`src/mbe_pkg.sv`:
```
// ----------------------------------------------------------------------------
// mbe_pkg
// Widths, reset values, register indexes and controller/datapath interface
// types for the Mandelbrot escape-time core.
// ----------------------------------------------------------------------------
package mbe_pkg;

	// coordinate format: signed fixed point, FRAC_W fraction bits
	localparam int COORD_W    = 32;
	localparam int FRAC_W     = 28;
	localparam int ITER_W     = 16;
	localparam int PIX_W      = 12;

	// register field widths
	localparam int SIZE_W     = 13;
	localparam int LIMIT_W    = 32;
	localparam int MAXIT_W    = 16;
	localparam int CFG_IDX_W  = 3;
	localparam int CFG_DATA_W = 32;

	// derived datapath widths
	localparam int MAG_W      = COORD_W + 1;          // |end - start|
	localparam int DIV_W      = MAG_W + PIX_W;        // |diff| * pixel
	localparam int DIV_CNT_W  = $clog2(DIV_W);
	localparam int SUM_W      = DIV_W + 2;            // start +/- quotient
	localparam int PROD_W     = 2 * COORD_W;          // full-width square
	localparam int TERM_W     = PROD_W + 2;           // new z before shift
	localparam int CMP_W      = (ITER_W > MAXIT_W) ? ITER_W : MAXIT_W;

	localparam logic [COORD_W-1:0] COORD_MAX = {1'b0, {(COORD_W-1){1'b1}}};
	localparam logic [COORD_W-1:0] COORD_MIN = {1'b1, {(COORD_W-1){1'b0}}};

	// reset values: window -2.0..1.0 by -1.5..1.5, 640x480, limit 4.0, cap 256
	localparam logic [COORD_W-1:0] X_START_RST = COORD_W'(-(longint'(2) <<< FRAC_W));
	localparam logic [COORD_W-1:0] X_END_RST   = COORD_W'(longint'(1) <<< FRAC_W);
	localparam logic [COORD_W-1:0] Y_START_RST = COORD_W'(-(longint'(3) <<< (FRAC_W - 1)));
	localparam logic [COORD_W-1:0] Y_END_RST   = COORD_W'(longint'(3) <<< (FRAC_W - 1));
	localparam logic [SIZE_W-1:0]  WIDTH_RST   = SIZE_W'(640);
	localparam logic [SIZE_W-1:0]  HEIGHT_RST  = SIZE_W'(480);
	localparam logic [LIMIT_W-1:0] LIMIT_RST   = LIMIT_W'(longint'(4) <<< FRAC_W);
	localparam logic [MAXIT_W-1:0] MAXIT_RST   = MAXIT_W'(256);

	// register indexes
	localparam logic [CFG_IDX_W-1:0] REG_X_START    = CFG_IDX_W'(0);
	localparam logic [CFG_IDX_W-1:0] REG_X_END      = CFG_IDX_W'(1);
	localparam logic [CFG_IDX_W-1:0] REG_Y_START    = CFG_IDX_W'(2);
	localparam logic [CFG_IDX_W-1:0] REG_Y_END      = CFG_IDX_W'(3);
	localparam logic [CFG_IDX_W-1:0] REG_WIDTH      = CFG_IDX_W'(4);
	localparam logic [CFG_IDX_W-1:0] REG_HEIGHT     = CFG_IDX_W'(5);
	localparam logic [CFG_IDX_W-1:0] REG_ESC_LIMIT  = CFG_IDX_W'(6);
	localparam logic [CFG_IDX_W-1:0] REG_MAX_ITER   = CFG_IDX_W'(7);

	typedef enum logic {
		AXIS_X,
		AXIS_Y
	} axis_t;

	typedef struct packed {
		logic  load;        // capture pixel, clear z and count
		axis_t axis;        // which coordinate the mapping works on
		logic  map_mul;     // register |diff| * pixel
		logic  div_start;   // launch the divider
		logic  map_store;   // write mapped c for axis
		logic  iter_mul;    // register squares and cross product
		logic  iter_step;   // update z, bump count
		logic  out_load;    // move result into output registers
	} mbe_cmd_t;

	typedef struct packed {
		logic div_done;
		logic iter_stop;
	} mbe_status_t;

endpackage

```
`src/mbe_ctrl.sv`:
```
// ----------------------------------------------------------------------------
// mbe_ctrl
// Sequencer: maps both axes through the shared divider, runs the iteration
// loop and hands the count to the output register.
// ----------------------------------------------------------------------------
module mbe_ctrl import mbe_pkg::*; (
	input  logic        clk,
	input  logic        arst_n,
	input  logic        in_valid,
	output logic        in_ready,
	output logic        out_valid,
	input  logic        out_ready,
	input  mbe_status_t status,
	output mbe_cmd_t    cmd
);

	localparam logic [2:0] S_IDLE     = 3'd0;
	localparam logic [2:0] S_MAP_MUL  = 3'd1;
	localparam logic [2:0] S_DIV_GO   = 3'd2;
	localparam logic [2:0] S_MAP_WAIT = 3'd3;
	localparam logic [2:0] S_ITER_MUL = 3'd4;
	localparam logic [2:0] S_ITER_CHK = 3'd5;
	localparam logic [2:0] S_FINISH   = 3'd6;

	logic [2:0] state_q, state_d;
	axis_t      axis_q;
	logic       out_valid_q;

	assign in_ready  = (state_q == S_IDLE);
	assign out_valid = out_valid_q;

	always_comb begin
		cmd      = '0;
		cmd.axis = axis_q;
		state_d  = state_q;
		unique case (state_q)
			S_IDLE: begin
				if (in_valid) begin
					cmd.load = 1'b1;
					state_d  = S_MAP_MUL;
				end
			end
			S_MAP_MUL: begin
				cmd.map_mul = 1'b1;
				state_d     = S_DIV_GO;
			end
			S_DIV_GO: begin
				cmd.div_start = 1'b1;
				state_d       = S_MAP_WAIT;
			end
			S_MAP_WAIT: begin
				if (status.div_done) begin
					cmd.map_store = 1'b1;
					state_d       = (axis_q == AXIS_Y) ? S_ITER_MUL : S_MAP_MUL;
				end
			end
			S_ITER_MUL: begin
				cmd.iter_mul = 1'b1;
				state_d      = S_ITER_CHK;
			end
			S_ITER_CHK: begin
				if (status.iter_stop) begin
					state_d = S_FINISH;
				end else begin
					cmd.iter_step = 1'b1;
					state_d       = S_ITER_MUL;
				end
			end
			S_FINISH: begin
				// wait here only while the previous result is still unclaimed
				if (!out_valid_q || out_ready) begin
					cmd.out_load = 1'b1;
					state_d      = S_IDLE;
				end
			end
			default: state_d = S_IDLE;
		endcase
	end

	always_ff @(posedge clk or negedge arst_n) begin
		if (!arst_n) begin
			state_q     <= S_IDLE;
			axis_q      <= AXIS_X;
			out_valid_q <= 1'b0;
		end else begin
			state_q <= state_d;
			if (cmd.load)
				axis_q <= AXIS_X;
			else if (cmd.map_store)
				axis_q <= AXIS_Y;
			if (cmd.out_load)
				out_valid_q <= 1'b1;
			else if (out_ready)
				out_valid_q <= 1'b0;
		end
	end

endmodule

```
`config.mk`:
```
export PLATFORM = sky130hd
export DESIGN_NAME = mbe_ctrl
export DESIGN_NICKNAME = d
export VERILOG_FILES = /design/src/mbe_pkg.sv /design/src/mbe_ctrl.sv
export SDC_FILE = /design/constraint.sdc
export NUM_CORES = 1
export LEC_CHECK = 0
export BUFFER_PORTS_ARGS = -buffer_cell sky130_fd_sc_hd__buf_4
export CORE_AREA = 3 3 40 42
export CTS_CLUSTER_SIZE = 16
export DETAILED_ROUTE_END_ITERATION = 8
export DIE_AREA = 0 0 43 45
export GPL_ROUTABILITY_DRIVEN = 1
export PLACE_DENSITY_LB_ADDON = 0.3
export SETUP_SLACK_MARGIN = 0.02
export SYNTH_ARGS = -nofsm -noshare
export SYNTH_HDL_FRONTEND = slang
export SYNTH_SLANG_ARGS = --single-unit
```
`constraint.sdc`:
```
create_clock -name clk -period 1.2 [get_ports clk]
set_clock_uncertainty 0.1 [all_clocks]
set_input_delay 0.24 -clock clk [delete_from_list [all_inputs] [get_ports clk]]
set_output_delay 0.24 -clock clk [all_outputs]
set_load 0.02 [all_outputs]
```
Word-level counts from Yosys, hierarchy flattened
Cells that the tools add are included.
{"block": "totals", "output_inout_bits": 10, "word_cells": 39, "register_bits": 5, "input_bits": 6}
{"block": "classes", "reduce_logical": 6, "eq_ne": 9, "muxes": 21}
{"operator": "case mux 3 bit (7 select lines)", "n": 1}
{"operator": "two-way mux 1 bit", "n": 15}
{"operator": "two-way mux 3 bit", "n": 4}
{"operator": "equality test 3 bit (second input constant)", "n": 3}
{"operator": "equality test 3 x 2 -> 1 bit (second input constant)", "n": 2}
{"operator": "inequality test 2 bit (second input constant)", "n": 3}
{"operator": "nonzero test 2 bit", "n": 2}
{"operator": "equality test 3 x 1 -> 1 bit (second input constant)", "n": 1}
{"operator": "zero test 3 bit", "n": 1}
{"operator": "AND reduction 3 bit", "n": 1}
{"operator": "two-way mux 2 bit", "n": 1}
{"operator": "zero test 1 bit", "n": 1}
{"operator": "logical OR 1 bit", "n": 1}

Logic depth before layout (Yosys ltp)
Gate-level depths: netlist of run 1.
{"block": "logic_depth", "ltp_word": 5, "depth_mapped": 4, "depth_no_buf": 3}

Worst setup path before layout of run 1
Ideal clock, no wire load.
{"block": "synth_path", "path_kind": "register to output", "from": "reg state_q[2]", "to": "out cmd[7] (netlist name)", "path_stages_with_launch": 4, "setup_slack_ns": -0.298, "n_path_buf": 1, "required_ns": 0.860, "t_arrival_ns": 1.158, "path_cell_list": "dfrtp_1 > buf_4 > nor3_2 > and2_1"}
{"element": "start, declared", "line_no": "mbe_ctrl.sv:25", "rtl": "logic [2:0] state_q, state_d;"}
{"element": "start signal, assigned", "line_no": "mbe_ctrl.sv:86", "rtl": "state_q <= state_d;"}
{"element": "end, declared", "line_no": "mbe_ctrl.sv:14", "rtl": "output mbe_cmd_t cmd"}

==> results.toml, run 1 <==
[cts]
cts_num_sinks = 5
clk_pin_slew_worst_paths_ps = 50
cts-htree-levels = 1
worst_skew_pair.late_latency_ps = 250
cts_root_buf = "clkbuf_4"
cts_tree = "done"
cts_made_buffers = 3
cts.path.max_buffers = 2

[die]
core-area_sq_mm = 0.001285
die_area_sq_mm = 0.001935
io_pins = 16
die_x_um = 43
start_util_pct = 25.22
die_height_um = 45
placementRows = 13

[worst_setup_path]
cp_cell_sequence = "nor3_4, and2_4, buf_6"
regToRegStartpoint = "state_q[2]"
cp_slowest_cell = "dfrtp_2"
crit_required_ps = 860
ff2ff_path_depth = 6
critPathCaptureType = "output pin"
worst_path_largest_cell_delay_ps = 470
setup.worst_path.start = "state_q[1]"
worstPathMaxFanout = 7
worst-setup-path-type = "flip-flop to output pin"
critical_path_arrival_ps = 1190
reg2reg_slack_ps = -150
worst_setup_start_kind = "flip-flop"

[routing]
final_antenna_net_count = 0
detail_route.wirelength_um = 1052
detailroute.via_count = 396
detailedRoute.firstIterationViolations = 3
avgViaCountPerCell = 4.605
drt_first_pass_iters = 2
post-route-drc-count = 0
routed_wire_length_per_instance_um = 12.23

[power]
power.clock.fraction_pct = 9.6
ir_worst_vdd_mv = 1.324
share_seq_of_total_power_pct = 19.6
cellLeakagePower_nw = 0.3606
pwr_density_cell_mw_per_mm2 = 2862
power_mw = 2.105
power_report.internal_total_mw = 1.242
sw_frac_of_total_pct = 41.02
power.switching_mw = 0.8637
combinational_fraction_of_design_power_pct = 70.8

[final_layout]
diodes = 0
num-nets-final = 78
areaGrowthSynthToFinish_pct = 127.0
fillers = 122
post_route_cells_drive_above_1_share_pct = 77.46

[worst_hold_path]
min_from = "out_ready"
worst_hold_path_type = "input pin to flip-flop"
hold_path_depth = 3

[logic_synthesis]
synthesis.nets = 43
yosys-top-cells-count = "7 x nor2_1, 5 x dfrtp_1, 3 x buf_4, 3 x nand2b_1"
synth_area_sq_um = 324.1
sequential_element_share_of_the_synthesized_area_pct = 38.61
ys_seq_elements = 5
synth_area_per_cell_sq_um = 8.758
synth-main-ff-cell = "dfrtp_1"
synth_largest_area_cell = "dfrtp_1"
number_of_cells_produced_by_synthesis = 37
synth-edff-count = 0
yosys.cell_types.count = 21
largest_cells_by_area_after_synthesis = "dfrtp_1 39%, nor2_1 8.1%, buf_4 6.9%"
ys.warnings.count = 0
asyncSetResetFlopFracSynth_pct = 100.0
synth_top_cell_area_share_pct = 38.61
post-synth-top-count-cell = "nor2_1"

[sta]
timing.final.hold_violations = 0
maxSlewViolCount = 0
finalCriticalPeriod_ps = 1535
max_clock_freq_mhz = 651.5
whs_ps = 194.4
timing.final.crit_share_pct = 127.9
slew_at_the_pin_closest_to_its_max_slew_limit_ps = 325.5
timing.max_slew.rel_slack_pct = 78.26
final.setup.worst_slack_ps = -334.8
timing.setup.tns_ps = -2713
setup-violations-final = 12
grt_setup_unrepaired = "true"

[status]
violations = "setup timing"
run_status = "finished with violations"

[grt]
grt_use_total_pct = 12.22
gr-total-overflow = 0
grt_pass1_vias = 426
grt_pass1_wl_um = 1780
grt_start_max_net_pins = 9
antenna_found_initial = 0

[placement]
gp_congestion = 0.7721
place.detailed.hpwl_um = 621.8
io_buffer_count = 15

[flow_run]
drv_cap = 0
==> final cells by class <==
cell class	instances	area, sq um	share of cell area, %
Timing Repair Buffer	34	310.3	42.18
Multi-Input combinational cell	28	250.2	34.01
Sequential cell	5	128.9	17.52
Clock buffer	3	22.52	3.061
Tap cell	15	18.77	2.551
Clock inverter	1	5.005	0.6803
==> critical path: cells and delay by family (launching register included) <==
| family | cells | cell delay, ps |
|---|---|---|
| simple gates | 2 | 370 |
| flops | 1 | 470 |
| buf+inv | 1 | 110 |
==> cell families after synthesis <==
logic type	share of synthesized area [%]
simple gates	40.54
compound gates	12.35
flops	38.61
buf+inv	8.492
==> layout by cell type, fill, tap and decap left out <==
master | netlist | final
nor3b_4 | 0 | 1
nand3_1 | 1 | 1
nor2_2 | 1 | 2
nand2b_4 | 0 | 2
and4b_1 | 1 | 1
nor2_4 | 0 | 3
nor3b_2 | 1 | 2
nand2b_1 | 3 | 1
clkbuf_4 | 0 | 3
nand2_4 | 0 | 1
dfrtp_2 | 0 | 3
buf_6 | 0 | 14
o21ai_1 | 1 | 1
clkinv_2 | 0 | 1
dlygate4sd3_1 | 0 | 1
a21oi_1 | 1 | 1
o21ai_2 | 0 | 1
and2_4 | 0 | 1
nand3b_1 | 1 | 1
dfrtp_1 | 5 | 2
nor2b_1 | 1 | 1
o211a_1 | 1 | 1
a21o_1 | 1 | 1
buf_4 | 3 | 19
o211ai_1 | 1 | 1
nand2_2 | 0 | 1
nor3_4 | 0 | 1
nor2_1 | 7 | 3
==> power groups by stage <==
stage | combinational, mW | sequential, mW | clock [mW]
floorplan | 0.690 | 0.336 | 0
finish | 1.49 | 0.413 | 0.201
detailed placement | 0.967 | 0.421 | 0
global placement | 0.961 | 0.419 | 0
global route | 1.60 | 0.423 | 0.219
CTS | 1.35 | 0.404 | 0.208
==> stage by stage <==
stage	area [sq um]	instances	util, %	setup slack (ps)
2_1_floorplan	371.6	37	-	-122.2
3_3_place_gp	546.8	73	42.55	-168.8
3_5_place_dp	546.8	73	42.55	-165.3
4_1_cts	700.7	84	54.53	-331.7
5_1_grt	735.7	86	57.25	-386.7
6_report	735.7	86	57.25	-334.8
==> what timing repair did <==
action | 4_1_cts | 5_1_grt
resized for setup | 23 | 5
setup buffers | 7 | 2
endpoints found under the hold margin | 5 | 0
endpoints found under the setup margin | 12 | 14
gates cloned | 0 | 0
pin swaps | 5 | 2
hold buffers | 1 | 0
==> registers in the layout, indices dropped and copies added (netlist names) <==
name / count
state_q: 3
axis_q: 1
out_valid: 1
==> metal layers <==
layer	GRT usage, %	up-vias	share of wire (%)
li1	-	194	-
met1	14.43	192	44
met2	20.36	10	51
met3	2.789	0	4.8
met4	7.229	0	0
met5	0	-	0
==> path summary, 6_finish.rpt <==
check | to
max | cmd[7]
min | out_valid
max reg2reg | state_q[2]
min reg2reg | axis_q
max in group asynchronous | state_q[1]
min in group asynchronous | out_valid
Note: power is estimated with default switching activity, not from simulation.
==> run 2: changes to the inputs <==
GPL_TIMING_DRIVEN = 0   (was unset)
==> run 2 against run 1 <==
  * The flow still finishes with violations (setup timing)
  * Register-to-register slack better by 70 ps
  * Maximum frequency fell by 1.7%
  * Critical path type unchanged
  * Sequential share of layout area is 0.40 points higher
  * Largest cell class unchanged
  * First-iteration DRC count down 33%
  * Combinational power fell by 5%
  * Cell count is 2.3% lower
  * Setup slack worse by 27 ps
  * Sequential cell count stayed put
  * Routed wire length shrank 9.3%
  * Die area did not move
==> results.toml, run 2 (same netlist as run 1, synthesis figures left out) <==
[final_layout]
diodes = 0
area_of_the_multi_input_gates_sq_um = 232.7
final_core_utilization_pct = 54.33
regArea_sq_um = 125.1
largest_register = "state_q"
layoutNonFillerInstCount = 84
num-nets-final = 76
fillers = 125
areaGrowthSynthToFinish_pct = 115.4
layout_commonest_cell = "buf_4"
post_route_cells_drive_above_1_share_pct = 69.57
max_ffs_per_register = 3
layout.cells.most_common_list = "17 x buf_4, 14 x buf_6, 5 x dfrtp_1"

[routing]
drt_first_pass_iters = 4
routed_wire_length_per_instance_um = 11.36
detail_route.wirelength_um = 954
detailedRoute.firstIterationViolations = 2
post-route-drc-count = 0
final_antenna_net_count = 0
detailroute.via_count = 391
avgViaCountPerCell = 4.655

[worst_setup_path]
crit_required_ps = 860
worstPathBufferInverterCount = 2
worst_setup_start_kind = "flip-flop"
critical_path_arrival_ps = 1220
cp_slowest_cell = "dfrtp_1"
critPathCaptureType = "output pin"
worstPathMaxFanout = 8
cp.depth = 4
worst-setup-path-type = "flip-flop to output pin"
ff2ff_path_depth = 6
cp_common_cell = "buf_6"
worst_path_largest_cell_delay_ps = 390
top_cell_family_by_delay_on_the_critical_path = "flip-flops"
cp_cell_sequence = "buf_6, nand3b_1, nor2_4, buf_6"

[sta]
grt_setup_unrepaired = "true"
final.setup.worst_slack_ps = -361.4
finalCriticalPeriod_ps = 1561
whs_ps = 179.0
setup-violations-final = 10
maxSlewViolCount = 0
timing.final.hold_violations = 0
timing.max_slew.rel_slack_pct = 80.50
timing.final.crit_share_pct = 130.1
timing.setup.tns_ps = -2543
slew_at_the_pin_closest_to_its_max_slew_limit_ps = 291.9
max_clock_freq_mhz = 640.4

[grt]
grt_start_max_net_pins = 9
antenna_found_initial = 0
grt_pass1_wl_um = 1573
grt_pass1_vias = 378
gr-total-overflow = 0
grt_use_total_pct = 11.68

[cts]
cts-htree-levels = 1
cts_num_sinks = 5
worst_skew_pair.late_latency_ps = 250
clk_pin_slew_worst_paths_ps = 40
cts_made_buffers = 3
cts_tree = "done"
cts_root_buf = "clkbuf_4"
cts.path.max_buffers = 2

[die]
die_height_um = 45
placementRows = 13
io_pins = 16
die_area_sq_mm = 0.001935
die_x_um = 43
start_util_pct = 25.22
core-area_sq_mm = 0.001285

[power]
power_mw = 1.951
power_report.internal_total_mw = 1.156
pwr_density_cell_mw_per_mm2 = 2794
power.clock.fraction_pct = 10.4
combinational_fraction_of_design_power_pct = 72.8
power.switching_mw = 0.7950
share_seq_of_total_power_pct = 16.9
sw_frac_of_total_pct = 40.75
ir_worst_vdd_mv = 1.162
cellLeakagePower_nw = 0.3394

[status]
violations = "setup timing"
run_status = "finished with violations"

[worst_hold_path]
worst_hold_path_type = "input pin to flip-flop"
hold_path_depth = 3

[placement]
place.detailed.hpwl_um = 551.9
post-place-cells = 67
io_buffer_count = 15
gp_congestion = 0.7426

[flow_run]
drv_cap = 0
[run 2: changes by cell type in the layout (fill, tap and decap cells not counted), sizes merged]
| cell | change |
|---|---|
| clkinv | -1 |
| clkbuf | +1 |
| buf | -2 |
[run 2: worst paths after layout]
path	to	start	slack, ps
max	cmd[0]	state_q[0]	-360
min	out_valid	out_ready	180
max reg2reg	axis_q	state_q[0]	-80
min reg2reg	out_valid	out_valid	440
max in group asynchronous	state_q[2]	arst_n	660
min in group asynchronous	state_q[1]	arst_n	230
[run 2: repair_timing]
item	4_1_cts	5_1_grt
gates resized for setup	11	9
hold buffers	1	0
setup endpoints to repair	10	12
setup buffers	9	4
hold endpoints to repair	5	0
pin swaps	3	4
[run 2: through the flow]
step,setup WS [ps],instance area [sq um]
2_1_floorplan,-122.2,371.6
3_3_place_gp,-177.0,503.0
3_5_place_dp,-169.3,503.0
4_1_cts,-349.9,639.4
5_1_grt,-423.8,698.2
6_report,-361.4,698.2
[run 2: layer usage]
metal,share of wire [%],vias up,global-route usage (%)
li1,-,187,-
met1,40,185,12.13
met2,49,15,18.56
met3,8.5,4,7.570
met4,3.0,0,5.422
met5,0,-,0
[run 2: layout make-up]
type / instances / area share [%]
plain buffers: 3 / 4.839
repair buffers: 29 / 37.46
multi-input cells: 28 / 33.33
clock buffers: 4 / 3.763
flip-flops and latches: 5 / 17.92
well taps: 15 / 2.688
[run 2: power groups by stage]
stage                     logic, mW  registers, mW  clock network (mW)
after floorplan               0.690          0.336                   0
after global placement        0.967          0.338                   0
after detailed placement      0.969          0.333                   0
after CTS                      1.26          0.327               0.208
after global routing           1.52          0.341               0.233
final                          1.42          0.329               0.202
[run 2: worst reg2reg max path, cell delays in order (launching register included)]
cell     delay [ps]
dfrtp_1         390
buf_4           150
nor3_4          160
and2_4          170
buf_4            90
buf_4            90
nor2_2           30
==> run 3: changes to the inputs <==
--- a/config.mk
+++ b/config.mk
@@ -15,2 +15,3 @@
 export PLACE_DENSITY_LB_ADDON = 0.3
+export REMOVE_ABC_BUFFERS = 1
 export SETUP_SLACK_MARGIN = 0.02
--- a/constraint.sdc
+++ b/constraint.sdc
@@ -4,2 +4,2 @@
 set_output_delay 0.24 -clock clk [all_outputs]
-set_load 0.02 [all_outputs]
+set_load 0.05 [all_outputs]
==> run 3 against run 2 <==
  * The run still ends with setup timing left
  * Clock power fell by 7%
  * Setup slack improved by 1.6 ps
  * Cell count fell by 6.0%
  * Count of clock-buffer cells in the layout did not move
  * Die area did not move
  * Sequential power rose by 26%
  * Maximum frequency rose by 0.10%
  * Critical endpoint is now cmd[7]
  * Largest cell class unchanged
==> results.toml, run 3 (same netlist as run 1, synthesis figures left out) <==
[routing]
routed_wire_length_per_instance_um = 10.67
final_antenna_net_count = 0
detailroute.via_count = 354
drt_first_pass_iters = 2
detail_route.wirelength_um = 843
post-route-drc-count = 0
avgViaCountPerCell = 4.481
detailedRoute.firstIterationViolations = 2

[final_layout]
diodes = 0
num-nets-final = 71
layout.cells.most_common_list = "15 x buf_4, 8 x buf_6, 4 x nor2_2, 4 x nor2_1"
finish.instance_area_sq_um = 604.3
largest_register = "state_q"
layout_commonest_cell = "buf_4"
max_ffs_per_register = 3
fillers = 127
areaGrowthSynthToFinish_pct = 86.49
final_core_utilization_pct = 47.03
post_route_cells_drive_above_1_share_pct = 62.50

[sta]
timing.final.crit_share_pct = 130.0
setup-violations-final = 9
timing.final.hold_violations = 0
slew_at_the_pin_closest_to_its_max_slew_limit_ps = 182.9
final.setup.worst_slack_ps = -359.8
max_clock_freq_mhz = 641.1
finalCriticalPeriod_ps = 1560
timing.max_slew.rel_slack_pct = 87.80
maxSlewViolCount = 0
grt_setup_unrepaired = "true"

[status]
violations = "setup timing"
run_status = "finished with violations"

[power]
ir_worst_vdd_mv = 1.146
pwr_density_cell_mw_per_mm2 = 3220
cellLeakagePower_nw = 0.2918

[cts]
clk_pin_slew_worst_paths_ps = 40
cts_made_buffers = 3
cts-htree-levels = 1
cts_root_buf = "clkbuf_4"
cts.path.max_buffers = 2
cts_num_sinks = 5
cts_tree = "done"
worst_skew_pair.late_latency_ps = 240

[die]
start_util_pct = 25.22
die_area_sq_mm = 0.001935
io_pins = 16
die_height_um = 45
core-area_sq_mm = 0.001285
die_x_um = 43
placementRows = 13

[placement]
gp_congestion = 0.6130
io_buffer_count = 15
place.detailed.hpwl_um = 519.8
placedInstanceArea_sq_um = 427.9

[worst_setup_path]
critPathCaptureType = "output pin"
worst_setup_start_kind = "flip-flop"
worst_path_largest_cell_delay_ps = 460
critical_path_arrival_ps = 1220
top_cell_family_by_delay_on_the_critical_path = "flip-flops"
worstPathBufferInverterCount = 1
cp_cell_sequence = "nor3_4, and2_4, buf_8"
crit_required_ps = 860
cp_slowest_cell = "dfrtp_2"
worst-setup-path-type = "flip-flop to output pin"
worstPathMaxFanout = 7

[grt]
grt_use_total_pct = 9.228
gr-total-overflow = 0
grt_start_max_net_pins = 10
grt_pass1_vias = 330
grt_pass1_wl_um = 1317
antenna_found_initial = 0

[flow_run]
drv_cap = 0

[worst_hold_path]
worst_hold_path_type = "input pin to flip-flop"
-- run 3: changes by cell type in the layout (fill, tap and decap cells not counted), moves of 2 or more --
cell / before / now
clkbuf_2: 0 / 2
buf_4: 17 / 15
nor2_4: 3 / 0
nor2_1: 2 / 4
dfrtp_2: 0 / 3
buf_6: 14 / 8
dfrtp_1: 5 / 2
-- run 3: area by class of cell --
type                       instances  area [sq um]  area share [%]
multi-input combinational         28         192.7           31.88
timing repair buffer              27         237.7           39.34
tap                               15         18.77           3.106
clock buffer                       4         26.28           4.348
sequential                         5         128.9           21.33
-- run 3: worst paths after layout --
kind | slack, ps | start | to | cells past startpoint
hold / removal | 190 | out_ready | out_valid | 3
setup / recovery | -360 | state_q[1] | cmd[7] | 3
max in group asynchronous | 640 | arst_n | state_q[1] | 2
hold reg to reg | 420 | out_valid | out_valid | 2
min in group asynchronous | 240 | arst_n | axis_q | 2
setup reg to reg | -80 | state_q[2] | state_q[1] | 5
-- run 3: routing by layer --
metal,wire length [um],global-route usage [%],share of wire (%),vias to the layer above
met4,14,7.229,1.7,0
met5,0,0,0,-
met3,45,1.594,5.3,2
li1,-,-,-,179
met1,326,10.34,39,165
met2,457,15.57,54,8
-- run 3: power breakdown --
group          total, mW  switching [mW]  internal, mW  leakage, nW
Sequential         0.414           0.150         0.264       0.0574
Clock              0.188          0.0626         0.125       0.0150
Combinational       1.34           0.748         0.596        0.219
-- run 3: worst register-to-register path, stage by stage (launching register included) --
cell and delay [ps]:
dfrtp_2 470, buf_4 160, buf_6 110, o211ai_1 150, o21ai_1 80, nor2_1 120
-- run 3: per-stage QoR --
stage	setup TNS, ps	total power, mW	instances	setup slack [ps]	hold WS [ps]
after detailed placement	-1103	1.359	63	-236.8	-57.85
after floorplan	-5352	1.078	33	-879.6	-155.6
final	-2615	1.946	79	-359.8	193.0
after global routing	-3155	2.068	79	-415.1	235.3
after global placement	-1079	1.349	63	-248.2	-58.09
after CTS	-2423	1.751	75	-358.9	191.7
-- run 3: timing repair --
action	CTS	global route
cloned	0	0
pin swaps	2	4
setup buffers	7	4
setup endpoints to repair	8	11
resized for setup	8	14
endpoints found under the hold margin	5	0
hold buffers	1	0
